===== src/sv/three_axis_joystick_velocity_top_defines.svh =====
// Assertion macros shared by the pedal velocity block
`ifndef THREE_AXIS_JOYSTICK_VELOCITY_TOP_DEFINES_SVH
`define THREE_AXIS_JOYSTICK_VELOCITY_TOP_DEFINES_SVH

// same-cycle implication, disabled in reset
`define TAJV_ASSERT_NOW(lbl, ante, cons, msg) \
  lbl: assert property (@(posedge clk) disable iff (rst) (ante) |-> (cons)) else $error(msg);

// next-cycle implication, disabled in reset
`define TAJV_ASSERT_NEXT(lbl, ante, cons, msg) \
  lbl: assert property (@(posedge clk) disable iff (rst) (ante) |=> (cons)) else $error(msg);

`endif


===== src/sv/tajv_pkg.sv =====
// Types, constants and register codes of the pedal velocity block
`default_nettype none
package tajv_pkg;

  localparam int RawW  = 16;
  localparam int PosW  = 32;
  localparam int VelW  = 32;
  localparam int VpcW  = 32;
  localparam int GainW = 24;
  localparam int OpAW  = PosW + 1;
  localparam int ProdW = 58;
  localparam int FracW = 16;
  localparam int IdxW  = 3;
  localparam int DataW = 32;

  localparam logic [RawW-1:0] OffsetReset = 16'd35000;

  localparam logic signed [VelW-1:0] VelMax = 32'sh7FFF_FFFF;
  localparam logic signed [VelW-1:0] VelMin = 32'sh8000_0000;

  localparam logic signed [PosW-1:0] WallXLo = -32'sd39321;
  localparam logic signed [PosW-1:0] WallXHi = 32'sd0;
  localparam logic signed [PosW-1:0] WallYLo = -32'sd26214;
  localparam logic signed [PosW-1:0] WallYHi = 32'sd26214;
  localparam logic signed [PosW-1:0] WallZLo = 32'sd22938;
  localparam logic signed [PosW-1:0] WallZHi = 32'sd45875;

  typedef enum logic [IdxW-1:0] {
    REG_CONTROL_MODE       = 3'd0,
    REG_ADC_ZERO_OFFSET    = 3'd1,
    REG_PRESS_THRESHOLD    = 3'd2,
    REG_VELOCITY_PER_COUNT = 3'd3,
    REG_CONVERGENCE_GAIN   = 3'd4
  } reg_index_t;

  typedef enum logic [1:0] {
    SEL_PLUS  = 2'd0,
    SEL_MINUS = 2'd1,
    SEL_TRACK = 2'd2
  } sel_t;

  typedef struct packed {
    logic             control_mode;
    logic [RawW-1:0]  adc_zero_offset;
    logic [RawW-1:0]  press_threshold;
    logic [VpcW-1:0]  velocity_per_count;
    logic [GainW-1:0] convergence_gain;
  } cfg_t;

  typedef struct packed {
    logic ld1;
    logic accept;
    logic ld2;
    logic pose_seen;
  } lane_ctrl_t;

endpackage
`default_nettype wire


===== src/sv/tajv_lane.sv =====
// One axis lane: press decode, target hold, multiply, saturate and wall
`default_nettype none
module tajv_lane (
  input  wire logic                            clk,
  input  wire logic                            rst,
  input  wire tajv_pkg::lane_ctrl_t            ctrl,
  input  wire tajv_pkg::cfg_t                  cfg,
  input  wire logic [tajv_pkg::RawW-1:0]       raw_plus,
  input  wire logic [tajv_pkg::RawW-1:0]       raw_minus,
  input  wire logic signed [tajv_pkg::PosW-1:0] pos,
  input  wire logic signed [tajv_pkg::PosW-1:0] wall_lo,
  input  wire logic signed [tajv_pkg::PosW-1:0] wall_hi,
  output logic signed [tajv_pkg::VelW-1:0]     vel
);
  import tajv_pkg::*;

  logic signed [PosW-1:0]   target;
  logic signed [PosW-1:0]   tgt_eff;
  logic signed [RawW:0]     press_p;
  logic signed [RawW:0]     press_m;
  logic                     hit_p;
  logic                     hit_m;
  logic signed [OpAW-1:0]   diff;
  sel_t                     sel;
  logic signed [OpAW-1:0]   op_a;
  logic [VpcW-1:0]          op_b;

  sel_t                     s1_sel;
  logic signed [OpAW-1:0]   s1_a;
  logic [VpcW-1:0]          s1_b;
  logic signed [PosW-1:0]   s1_pos;

  logic signed [2*OpAW-1:0] full_prod;
  sel_t                     s2_sel;
  logic signed [ProdW-1:0]  s2_prod;
  logic signed [PosW-1:0]   s2_pos;

  logic [VelW-1:0]          mag;
  logic signed [ProdW-1:0]  biased;
  logic signed [ProdW-FracW-1:0] trunc;
  logic signed [VelW-1:0]   vel_sat;

  always_comb begin
    press_p = $signed({1'b0, cfg.adc_zero_offset}) - $signed({1'b0, raw_plus});
    press_m = $signed({1'b0, cfg.adc_zero_offset}) - $signed({1'b0, raw_minus});
    hit_p   = press_p > $signed({1'b0, cfg.press_threshold});
    hit_m   = press_m > $signed({1'b0, cfg.press_threshold});
    tgt_eff = ctrl.pose_seen ? target : pos;
    diff    = $signed({tgt_eff[PosW-1], tgt_eff}) - $signed({pos[PosW-1], pos});
    if (hit_p) begin
      sel  = SEL_PLUS;
      op_a = $signed({{(OpAW-RawW){1'b0}}, press_p[RawW-1:0]});
      op_b = cfg.velocity_per_count;
    end else if (hit_m) begin
      sel  = SEL_MINUS;
      op_a = $signed({{(OpAW-RawW){1'b0}}, press_m[RawW-1:0]});
      op_b = cfg.velocity_per_count;
    end else begin
      sel  = SEL_TRACK;
      op_a = diff;
      op_b = {{(VpcW-GainW){1'b0}}, cfg.convergence_gain};
    end
  end

  always_ff @(posedge clk) begin
    if (rst) begin
      target <= '0;
    end else if (ctrl.accept) begin
      if (cfg.control_mode && (hit_p || hit_m)) begin
        target <= pos;
      end else if (!ctrl.pose_seen) begin
        target <= pos;
      end
    end
  end

  always_ff @(posedge clk) begin
    if (ctrl.ld1) begin
      s1_sel <= sel;
      s1_a   <= op_a;
      s1_b   <= op_b;
      s1_pos <= pos;
    end
  end

  assign full_prod = s1_a * $signed({1'b0, s1_b});

  always_ff @(posedge clk) begin
    if (ctrl.ld2) begin
      s2_sel  <= s1_sel;
      s2_prod <= full_prod[ProdW-1:0];
      s2_pos  <= s1_pos;
    end
  end

  always_comb begin
    mag    = s2_prod[FracW+VelW-1:FracW];
    biased = s2_prod + $signed({{(ProdW-FracW){1'b0}},
                                {FracW{s2_prod[ProdW-1]}}});
    trunc  = biased[ProdW-1:FracW];
    unique case (s2_sel)
      SEL_PLUS:  vel_sat = mag[VelW-1] ? VelMax : $signed(mag);
      SEL_MINUS: vel_sat = mag[VelW-1] ? VelMin : $signed(VelW'(0) - mag);
      SEL_TRACK: begin
        if (trunc[ProdW-FracW-1] && !(&trunc[ProdW-FracW-2:VelW-1])) begin
          vel_sat = VelMin;
        end else if (!trunc[ProdW-FracW-1] && (|trunc[ProdW-FracW-2:VelW-1])) begin
          vel_sat = VelMax;
        end else begin
          vel_sat = trunc[VelW-1:0];
        end
      end
      default: vel_sat = '0;
    endcase
    if ((s2_pos < wall_lo && vel_sat < 0) || (s2_pos > wall_hi && vel_sat > 0)) begin
      vel = '0;
    end else begin
      vel = vel_sat;
    end
  end

endmodule
`default_nettype wire


===== config.mk =====
export PLATFORM = sky130hd
export DESIGN_NAME = tajv_lane
export DESIGN_NICKNAME = d
export VERILOG_FILES = /design/src/sv/three_axis_joystick_velocity_top_defines.svh /design/src/sv/tajv_pkg.sv /design/src/sv/tajv_lane.sv
export SDC_FILE = /design/constraint.sdc
export NUM_CORES = 2
export LEC_CHECK = 0
export BUFFER_PORTS_ARGS = -buffer_cell sky130_fd_sc_hd__buf_4
export CELL_PAD_IN_SITES_DETAIL_PLACEMENT = 0
export CELL_PAD_IN_SITES_GLOBAL_PLACEMENT = 1
export CORE_MARGIN = 4
export CORE_UTILIZATION = 55
export CTS_CLUSTER_SIZE = 24
export DETAILED_ROUTE_END_ITERATION = 6
export HOLD_SLACK_MARGIN = 0.06
export PLACE_DENSITY = 0.92
export SLEW_MARGIN = 20
export SYNTH_ARGS = -nofsm -noshare
export SYNTH_HDL_FRONTEND = slang
export SYNTH_SLANG_ARGS = --single-unit
export TNS_END_PERCENT = 1

===== constraint.sdc =====
create_clock -name clk -period 12.7 [get_ports clk]
set_input_delay 0.635 -clock clk [delete_from_list [all_inputs] [get_ports clk]]
set_output_delay 0.635 -clock clk [all_outputs]
set_load 0.02 [all_outputs]

==> results.toml <==
[final_layout]
layout_commonest_cell = "inv_1"
antenna_cells = 0
fill_cells = 8044
ff_latch_area_um2 = 6380
multi_input_area_um2 = 40200
drive_above_1_share_pct = 7.35
design_area_um2 = 56400
utilization_pct = 60.1
nets = 7408
syn_to_final_growth_pct = 7.86
final_cell_mix = "1,246 x inv_1, 1,023 x fa_1, 710 x and2_1"

[sta]
rsz0062_at_grt = "no"
setup_viol = 0
finalCritPeriodShare_pct = 69.0
slew_headroom_pct = 35.4
fin_tns_setup_ps = 0
fmax_ghz = 0.114
layout_setup_ws_ps = 3930
finalHoldViolations = 0
fin_crit_ps = 8770
slew_violations = 0
worst_slew_pin_slew_ps = 969
clock-skew-final_ps = 51.5

[synth]
synth_seq_cells = 223
syn-num-nets = 7320
synth_edf_count = 191
seq_area_frac_synth_pct = 12.2
yosysWarningCount = 0
async_flop_share_pct = 0
syn_area_per_cell_um2 = 9.13
netlist_instances = 5724
synthFlopType = "edfxtp_1"
ys_types = 83
syn_area_um2 = 52300

[drt]
drc = 0
routed_wl_mm = 141
first_iter_violations = 2773
vias = 39701
postRouteAntennaNets = 0
dr.pass1.iters = 6
wl_per_cell_um = 20.0
vias_per_cell = 5.60

[clock_tree]
hold_buffers = 0
cts_setup_buffers = 0
cts_tree = "built"
htreeDepth = 1
clkSlewWorstSetupHoldPaths_ps = 70
clock_path_buffers = 3
cts_made_buffers = 29
clkLatencyLatePin_ps = 640
cts_resized = 0
clockRootBuffer = "clkbuf_16"
cts.sinks = 223

[worst_setup_path]
critPathCaptureType = "flip-flop"
worstPathRequired_ps = 13070
r2r_start = "s1_a[25]"
timing.critical_path.mode_cell = "fa_1"
cpLargestDelayFamily = "adder cells"
crit_fanout = 20
r2r.worst_path.cells = 27
reg2reg_slack_ps = 3930
crit_slowest_cell = "edfxtp_1"
cp.arrival_ps = 9140
crit_path_start_kind = "flip-flop"
crit_buf_inv = 6
slowest_delay_ps = 770
critPathKind = "flip-flop to flip-flop"
r2r-end = "s2_prod[57]"

[floorplan]
dieArea_um2 = 100000
die_h_um = 316
start_util_pct = 55.8
io_pins = 255
coreArea_um2 = 93700
dieWidth_um = 316
num_rows = 112

[place]
place_congestion = 0.940
hpwl_mm = 111
io_buffers = 254
place_ws_ps = 3900
dpl_cell_area_um2 = 55300

[min_path]
worstHoldEndpoint = "s1_pos[11]"
hold_path_depth = 1
hp-class = "input port to flip-flop"
min_from = "pos[11]"

[global_routing]
grt_pass1_wl_mm = 232
grt.overflow.total = 0
first_global_vias = 43168
antenna_found_initial = 1
grt_usage_pct = 29.4
grt_max_degree = 65

[status]
status = "complete, no violations"

[run]
maxCapViolCount = 0
## worst max path at each step
stage / from / endpoint / slack (ps) / cells past startpoint
2_1_floorplan: s1_a[32] / s2_prod[57] / 4960 / 25
3_5_place_dp: s1_b[3] / s2_prod[57] / 3900 / 24
4_1_cts: s1_b[3] / s2_prod[57] / 3910 / 27
5_1_grt: s1_b[3] / s2_prod[57] / 3670 / 28
3_3_place_gp: s1_b[6] / s2_prod[57] / 3990 / 26
6_report: s1_a[25] / s2_prod[57] / 3930 / 27
## layout make-up
cell class,instances,area share (%)
Multi-Input combinational cell,3974,71.2
Clock inverter,19,0.484
Clock buffer,35,1.33
Sequential cell,223,11.3
Tap cell,1254,2.78
Inverter,1247,8.30
Timing Repair Buffer,337,4.56
## worst register-to-register path, delay by kind of cell (launching register included)
kind	cells	cell delay [ps]
xor+xnor	1	130
fa+ha+maj	9	4430
flops	1	770
buf+inv	6	330
compound gates	5	1670
simple gates	6	1250
## synthesized netlist by cell type, types with 26 or more instances
library cell	instances	area share, %
a211oi_1	34	0.49
a21o_1	78	1.1
a21oi_1	146	1.4
a31oi_1	26	0.31
and2_1	710	8.5
and3_1	29	0.35
clkbuf_1	262	1.9
dfxtp_1	32	1.2
edfxtp_1	191	11
fa_1	1023	39
ha_1	350	8.4
inv_1	1246	8.9
mux2_2	27	0.58
mux2i_1	49	0.94
nand2_1	504	3.6
nand3_1	51	0.49
nand4_1	43	0.51
nor2_1	236	1.7
nor2b_1	29	0.35
nor3_1	57	0.55
o21a_1	36	0.52
o21ai_0	129	1.2
xnor2_1	96	1.6
xor2_1	52	0.87
## state kept, by name, summed over array words and instances, names as in the netlist
register  count
s1_a         33
s1_b         32
s1_pos       32
s1_sel        2
s2_pos       32
s2_prod      58
s2_sel        2
target       32
## metrics by stage
stage,hold slack [ps],instances
2_1_floorplan,400,5724
4_1_cts,215,7085
3_5_place_dp,405,7031
6_report,241,7089
5_1_grt,221,7089
3_3_place_gp,401,7031
## cell families (layout without fill, tap and decap cells)
kind of cell	after synthesis	in the layout	share of synthesized area [%]
and+or+nand+nor	1766	1766	17.5
AOI/OAI and AO/OA	611	611	7.68
xor gates and xnor gates	148	148	2.48
buffers and inverters	1527	1638	11.0
adders and majority gates	1373	1373	47.5
DFF	223	223	12.2
muxes	76	76	1.52
## layer usage
layer	up-vias	GRT usage [%]	wire length [um]
met2	1592	49.3	67300
met1	20032	38.7	57100
met3	277	6.54	12500
met5	-	0	0
li1	17800	-	-
met4	0	8.65	4480
Power is not shown: default switching activity piles up to over one toggle a cycle in this logic, so the estimate is an artifact.
