==> config.mk <==
export PLATFORM = sky130hd
export DESIGN_NAME = tajv_cfg
export DESIGN_NICKNAME = d
export VERILOG_FILES = /design/src/sv/three_axis_joystick_velocity_top_defines.svh /design/src/sv/tajv_pkg.sv /design/src/sv/tajv_cfg.sv
export SDC_FILE = /design/constraint.sdc
export NUM_CORES = 1
export LEC_CHECK = 0
export BUFFER_PORTS_ARGS = -buffer_cell sky130_fd_sc_hd__clkbuf_2
export CORE_ASPECT_RATIO = 1.5
export CORE_MARGIN = 4
export CORE_UTILIZATION = 45
export CTS_BUF_LIST = sky130_fd_sc_hd__clkbuf_4
export DETAILED_ROUTE_END_ITERATION = 16
export GPL_TIMING_DRIVEN = 0
export PLACE_DENSITY = 0.76
export SLEW_MARGIN = 10
export SYNTH_ARGS = -nofsm -noshare
export SYNTH_HDL_FRONTEND = slang
export SYNTH_SLANG_ARGS = --single-unit
export TNS_END_PERCENT = 20
==> constraint.sdc <==
create_clock -name clk -period 3.06 [get_ports clk]
set_clock_uncertainty 0.15 [all_clocks]
set_input_delay 0 -clock clk [delete_from_list [all_inputs] [get_ports clk]]
set_output_delay 0 -clock clk [all_outputs]
set_load 0.05 [all_outputs]
==> src/sv/three_axis_joystick_velocity_top_defines.svh <==
// Assertion macros shared by the pedal velocity block
`ifndef THREE_AXIS_JOYSTICK_VELOCITY_TOP_DEFINES_SVH
`define THREE_AXIS_JOYSTICK_VELOCITY_TOP_DEFINES_SVH

// same-cycle implication, disabled in reset
`define TAJV_ASSERT_NOW(lbl, ante, cons, msg) \
  lbl: assert property (@(posedge clk) disable iff (rst) (ante) |-> (cons)) else $error(msg);

// next-cycle implication, disabled in reset
`define TAJV_ASSERT_NEXT(lbl, ante, cons, msg) \
  lbl: assert property (@(posedge clk) disable iff (rst) (ante) |=> (cons)) else $error(msg);

`endif

==> src/sv/tajv_pkg.sv <==
// Types, constants and register codes of the pedal velocity block
`default_nettype none
package tajv_pkg;

  localparam int RawW  = 16;
  localparam int PosW  = 32;
  localparam int VelW  = 32;
  localparam int VpcW  = 32;
  localparam int GainW = 24;
  localparam int OpAW  = PosW + 1;
  localparam int ProdW = 58;
  localparam int FracW = 16;
  localparam int IdxW  = 3;
  localparam int DataW = 32;

  localparam logic [RawW-1:0] OffsetReset = 16'd35000;

  localparam logic signed [VelW-1:0] VelMax = 32'sh7FFF_FFFF;
  localparam logic signed [VelW-1:0] VelMin = 32'sh8000_0000;

  localparam logic signed [PosW-1:0] WallXLo = -32'sd39321;
  localparam logic signed [PosW-1:0] WallXHi = 32'sd0;
  localparam logic signed [PosW-1:0] WallYLo = -32'sd26214;
  localparam logic signed [PosW-1:0] WallYHi = 32'sd26214;
  localparam logic signed [PosW-1:0] WallZLo = 32'sd22938;
  localparam logic signed [PosW-1:0] WallZHi = 32'sd45875;

  typedef enum logic [IdxW-1:0] {
    REG_CONTROL_MODE       = 3'd0,
    REG_ADC_ZERO_OFFSET    = 3'd1,
    REG_PRESS_THRESHOLD    = 3'd2,
    REG_VELOCITY_PER_COUNT = 3'd3,
    REG_CONVERGENCE_GAIN   = 3'd4
  } reg_index_t;

  typedef enum logic [1:0] {
    SEL_PLUS  = 2'd0,
    SEL_MINUS = 2'd1,
    SEL_TRACK = 2'd2
  } sel_t;

  typedef struct packed {
    logic             control_mode;
    logic [RawW-1:0]  adc_zero_offset;
    logic [RawW-1:0]  press_threshold;
    logic [VpcW-1:0]  velocity_per_count;
    logic [GainW-1:0] convergence_gain;
  } cfg_t;

  typedef struct packed {
    logic ld1;
    logic accept;
    logic ld2;
    logic pose_seen;
  } lane_ctrl_t;

endpackage
`default_nettype wire

==> src/sv/tajv_cfg.sv <==
// Configuration register file of the pedal velocity block
`default_nettype none
module tajv_cfg (
  input  wire logic                     clk,
  input  wire logic                     rst,
  input  wire logic                     cfg_we,
  input  wire logic [tajv_pkg::IdxW-1:0]  cfg_index,
  input  wire logic [tajv_pkg::DataW-1:0] cfg_data,
  output tajv_pkg::cfg_t                cfg
);
  import tajv_pkg::*;

  always_ff @(posedge clk) begin
    if (rst) begin
      cfg.control_mode       <= 1'b0;
      cfg.adc_zero_offset    <= OffsetReset;
      cfg.press_threshold    <= '0;
      cfg.velocity_per_count <= '0;
      cfg.convergence_gain   <= '0;
    end else if (cfg_we) begin
      unique case (reg_index_t'(cfg_index))
        REG_CONTROL_MODE:       cfg.control_mode       <= cfg_data[0];
        REG_ADC_ZERO_OFFSET:    cfg.adc_zero_offset    <= cfg_data[RawW-1:0];
        REG_PRESS_THRESHOLD:    cfg.press_threshold    <= cfg_data[RawW-1:0];
        REG_VELOCITY_PER_COUNT: cfg.velocity_per_count <= cfg_data[VpcW-1:0];
        REG_CONVERGENCE_GAIN:   cfg.convergence_gain   <= cfg_data[GainW-1:0];
        default: begin
        end
      endcase
    end
  end

endmodule
`default_nettype wire

==> metrics.txt <==
# TYPE chip_impl_metric gauge
chip_impl_info{name="status",value="complete, no violations"} 1
chip_impl_metric{name="synth_seq_area_share",unit=""} 0.483
chip_impl_metric{name="cts_buffers",unit=""} 9
chip_impl_metric{name="die_area",unit="um2"} 9730
chip_impl_metric{name="drive_gt1_frac",unit=""} 0.294
chip_impl_metric{name="totalNegativeSetupSlack",unit="ns"} 0
chip_impl_metric{name="tightestPinTransition",unit="ns"} 0.500
chip_impl_info{name="yosys.cell_count.top_type",value="sky130_fd_sc_hd__nand2b_1"} 1
chip_impl_metric{name="die-width",unit="um"} 81.9
chip_impl_metric{name="setup_viol",unit=""} 0
chip_impl_metric{name="worst-path-max-fanout",unit=""} 10
chip_impl_metric{name="insertion_delay",unit="ns"} 0.42
chip_impl_metric{name="largest_net_degree_at_the_start_of_global_routing",unit=""} 13
chip_impl_metric{name="timing.max_cap.violations",unit=""} 0
chip_impl_info{name="rsz_0062_raised_after_global_routing",value="no"} 1
chip_impl_metric{name="share_clk_of_total_power",unit=""} 0.254
chip_impl_metric{name="seqCellArea",unit="um2"} 1780
chip_impl_metric{name="drt_iter0_markers",unit=""} 59
chip_impl_metric{name="first_pass_drt_iterations",unit=""} 4
chip_impl_metric{name="syn_area",unit="um2"} 3690
chip_impl_info{name="timing.setup.critical_path_class",value="in2reg"} 1
chip_impl_metric{name="worst_ir_drop_vdd",unit="V"} 0.000252
chip_impl_metric{name="yosysUniqueCellTypes",unit=""} 14
chip_impl_metric{name="grt_overflow",unit=""} 0
chip_impl_metric{name="required_time_worst_endpoint",unit="ns"} 3.26
chip_impl_metric{name="max_clock_freq",unit="MHz"} 756
chip_impl_info{name="crit_path_cell_trace",value="dlygate4sd3_1, clkbuf_2, and4b_1, buf_6, buf_8, mux2i_1"} 1
chip_impl_metric{name="cts.path.max_buffers",unit=""} 2
chip_impl_metric{name="sw_frac_of_total",unit=""} 0.278
chip_impl_metric{name="start_util",unit=""} 0.460
chip_impl_info{name="synthFlopType",value="sky130_fd_sc_hd__dfxtp_1"} 1
chip_impl_metric{name="port_buffers",unit=""} 125
chip_impl_metric{name="synth_top_area_frac",unit=""} 0.483
chip_impl_metric{name="wire_length_of_the_first_global_routing_pass",unit="mm"} 15.2
chip_impl_metric{name="htreeDepth",unit=""} 3
chip_impl_metric{name="global_route.usage.total",unit=""} 0.207
chip_impl_metric{name="syn_nets",unit=""} 375
chip_impl_metric{name="cts.clk_slew.worst_paths",unit="ns"} 0.13
chip_impl_metric{name="synth.yosys.warnings",unit=""} 0
chip_impl_metric{name="layoutNonFillerInstCount",unit=""} 616
chip_impl_metric{name="remaining_drc_errors",unit=""} 0
chip_impl_metric{name="layout_overhead_on_the_synthesized_area",unit="%"} 32.7
chip_impl_metric{name="gp_congestion",unit=""} 0.781
chip_impl_metric{name="critical_path.n_buffers_inverters",unit=""} 4
chip_impl_metric{name="drtAntennaViolNets",unit=""} 0
chip_impl_metric{name="die-height",unit="um"} 119
chip_impl_metric{name="net-switching-power",unit="uW"} 564
chip_impl_metric{name="floorplan.core_area",unit="um2"} 8010
chip_impl_metric{name="timing.final.max_slew_violations",unit=""} 0
chip_impl_metric{name="post_synth_inst_count",unit=""} 337
chip_impl_info{name="hold_wc_path_type",value="in2reg"} 1
chip_impl_metric{name="io_pins",unit=""} 127
chip_impl_metric{name="route.detailed.wl_per_inst",unit="um"} 15.8
chip_impl_metric{name="fill_cells",unit=""} 700
chip_impl_metric{name="first_global_vias",unit=""} 3047
chip_impl_metric{name="sequentialPowerShare",unit=""} 0.590
chip_impl_info{name="slowest_stage",value="sky130_fd_sc_hd__dlygate4sd3_1"} 1
chip_impl_metric{name="ys_seq_elements",unit=""} 89
chip_impl_metric{name="power.leakage",unit="nW"} 2.36
chip_impl_metric{name="largest_reg_flops",unit=""} 89
chip_impl_info{name="worstSetupStartpointType",value="primary input"} 1
chip_impl_info{name="netlist_top_cells_area",value="sky130_fd_sc_hd__dfxtp_1, sky130_fd_sc_hd__mux2i_1, sky130_fd_sc_hd__nand2b_1"} 1
chip_impl_metric{name="cts.sink_count",unit=""} 89
chip_impl_metric{name="synth-edff-count",unit=""} 0
chip_impl_metric{name="routed-via-count",unit=""} 2918
chip_impl_metric{name="dp.cells",unit=""} 567
chip_impl_info{name="largest-register",value="cfg"} 1
chip_impl_metric{name="timing.final.hold_violations",unit=""} 0
chip_impl_metric{name="avgViaCountPerCell",unit=""} 4.74
chip_impl_metric{name="syn_avg_cell_area",unit="um2"} 10.9
chip_impl_metric{name="synth_async_sr_flop_share",unit=""} 0
chip_impl_metric{name="multiInputGateArea",unit="um2"} 1760
chip_impl_metric{name="drt_wl_total",unit="mm"} 9.71
chip_impl_info{name="biggestRegsByFlops",value="cfg x89"} 1
chip_impl_metric{name="critical-path-max-stage-delay",unit="ns"} 0.55
chip_impl_metric{name="placement_rows",unit=""} 40
chip_impl_metric{name="pwr_density_cell",unit="nW/um2"} 415
chip_impl_metric{name="crit_arrival",unit="ns"} 1.53
chip_impl_info{name="clock_tree.root_cell",value="sky130_fd_sc_hd__clkbuf_4"} 1
chip_impl_metric{name="finalCriticalPeriod",unit="ns"} 1.32
chip_impl_metric{name="dp.final_hpwl",unit="mm"} 6.84
chip_impl_metric{name="design.final.nets",unit=""} 547
chip_impl_info{name="critPathCaptureType",value="flip-flop"} 1
chip_impl_metric{name="final.period_utilization",unit=""} 0.433
chip_impl_info{name="netlist_top_cells_count",value="sky130_fd_sc_hd__nand2b_1, sky130_fd_sc_hd__dfxtp_1, sky130_fd_sc_hd__mux2i_1, sky130_fd_sc_hd__clkbuf_1, sky130_fd_sc_hd__nor2_1"} 1
chip_impl_info{name="critical_path.top_delay_family",value="buffers and inverters"} 1
chip_impl_metric{name="power_frac_comb",unit=""} 0.156
chip_impl_metric{name="internal_power",unit="mW"} 1.47
chip_impl_info{name="synthDominantAreaCellType",value="sky130_fd_sc_hd__dfxtp_1"} 1
chip_impl_metric{name="max_slew_margin",unit=""} 0.667
chip_impl_metric{name="grt_antenna_before_repair",unit=""} 1
chip_impl_info{name="cts_tree",value="done"} 1
[final cells by class]
| cell class | instances | area share |
|---|---|---|
| Multi-Input combinational cell | 224 | 0.359 |
| Timing Repair Buffer | 161 | 0.202 |
| Tap cell | 105 | 0.0269 |
| Clock inverter | 2 | 0.00205 |
| Clock buffer | 10 | 0.0153 |
| Antenna cell | 1 | 0.000512 |
| Buffer | 24 | 0.0302 |
| Sequential cell | 89 | 0.364 |
[worst paths after layout]
kind / from / to / slack [ns] / cells past startpoint
setup / recovery: cfg_index[2] / cfg[51] / 1.74 / 6
setup reg to reg: cfg[75] / cfg[75] / 2.19 / 2
hold reg to reg: cfg[69] / cfg[69] / 0.33 / 2
hold / removal: rst / cfg[79] / 0.06 / 4
[placed cells by master (no fill, tap or decap), drive strengths merged]
master,count
nor4b,1
clkinv,2
nand4bb,3
buf,12
and4bb,2
and4b,1
dfxtp,89
dlygate4sd3,36
nand4b,1
diode,1
nor2,12
mux2i,89
clkbuf,147
nand2b,115
[per-layer routing]
metal  vias to the layer above  wire length [um]  global-route usage  part of all wire
met2                        92              4970               0.360              0.51
met1                      1362              3950               0.231              0.41
met5                         -                 0                   0                 0
li1                       1453                 -                   -                 -
met3                        11               612              0.0605             0.063
met4                         0               180              0.0800             0.019
[power groups by stage]
stage,Clock [mW],Combinational (mW),Sequential [mW]
final,0.517,0.316,1.20
after global routing,0.586,0.338,1.20
after floorplan,0,0.106,1.31
after detailed placement,0,0.280,1.22
after global placement,0,0.277,1.22
after CTS,0.536,0.317,1.20
[through the flow]
step | hold slack [ns] | cell area, um2 | utilization | total power, mW | worst slack (ns)
floorplan | 0.00530 | 3690 | - | 1.42 | 2.02
global placement | 0.0981 | 4440 | 0.555 | 1.50 | 1.60
detailed placement | 0.101 | 4440 | 0.555 | 1.50 | 1.55
CTS | 0.0666 | 4890 | 0.610 | 2.05 | 1.77
global route | 0.0912 | 4890 | 0.611 | 2.13 | 1.69
finish | 0.0598 | 4890 | 0.611 | 2.03 | 1.74
[cells by family (layout without fill, tap and decap cells)]
logic type	count (synthesis)	after routing	share of synthesized area
mux	89	89	0.242
flops	89	89	0.483
simple gates	135	135	0.235
other cells	0	1	0
buf+inv	24	197	0.0401
[worst min-delay path, stage by stage]
cell and delay (ns):
sky130_fd_sc_hd__buf_2 0.15, sky130_fd_sc_hd__clkbuf_1 0.24, sky130_fd_sc_hd__nor2_1 0.15, sky130_fd_sc_hd__mux2i_1 0.07
[what timing repair did]
action,4_1_cts,5_1_grt
hold buffers,36,0
hold endpoints to repair,89,0
resized for setup,0,0
setup buffers,0,0
(Power assumes the default switching activity.)
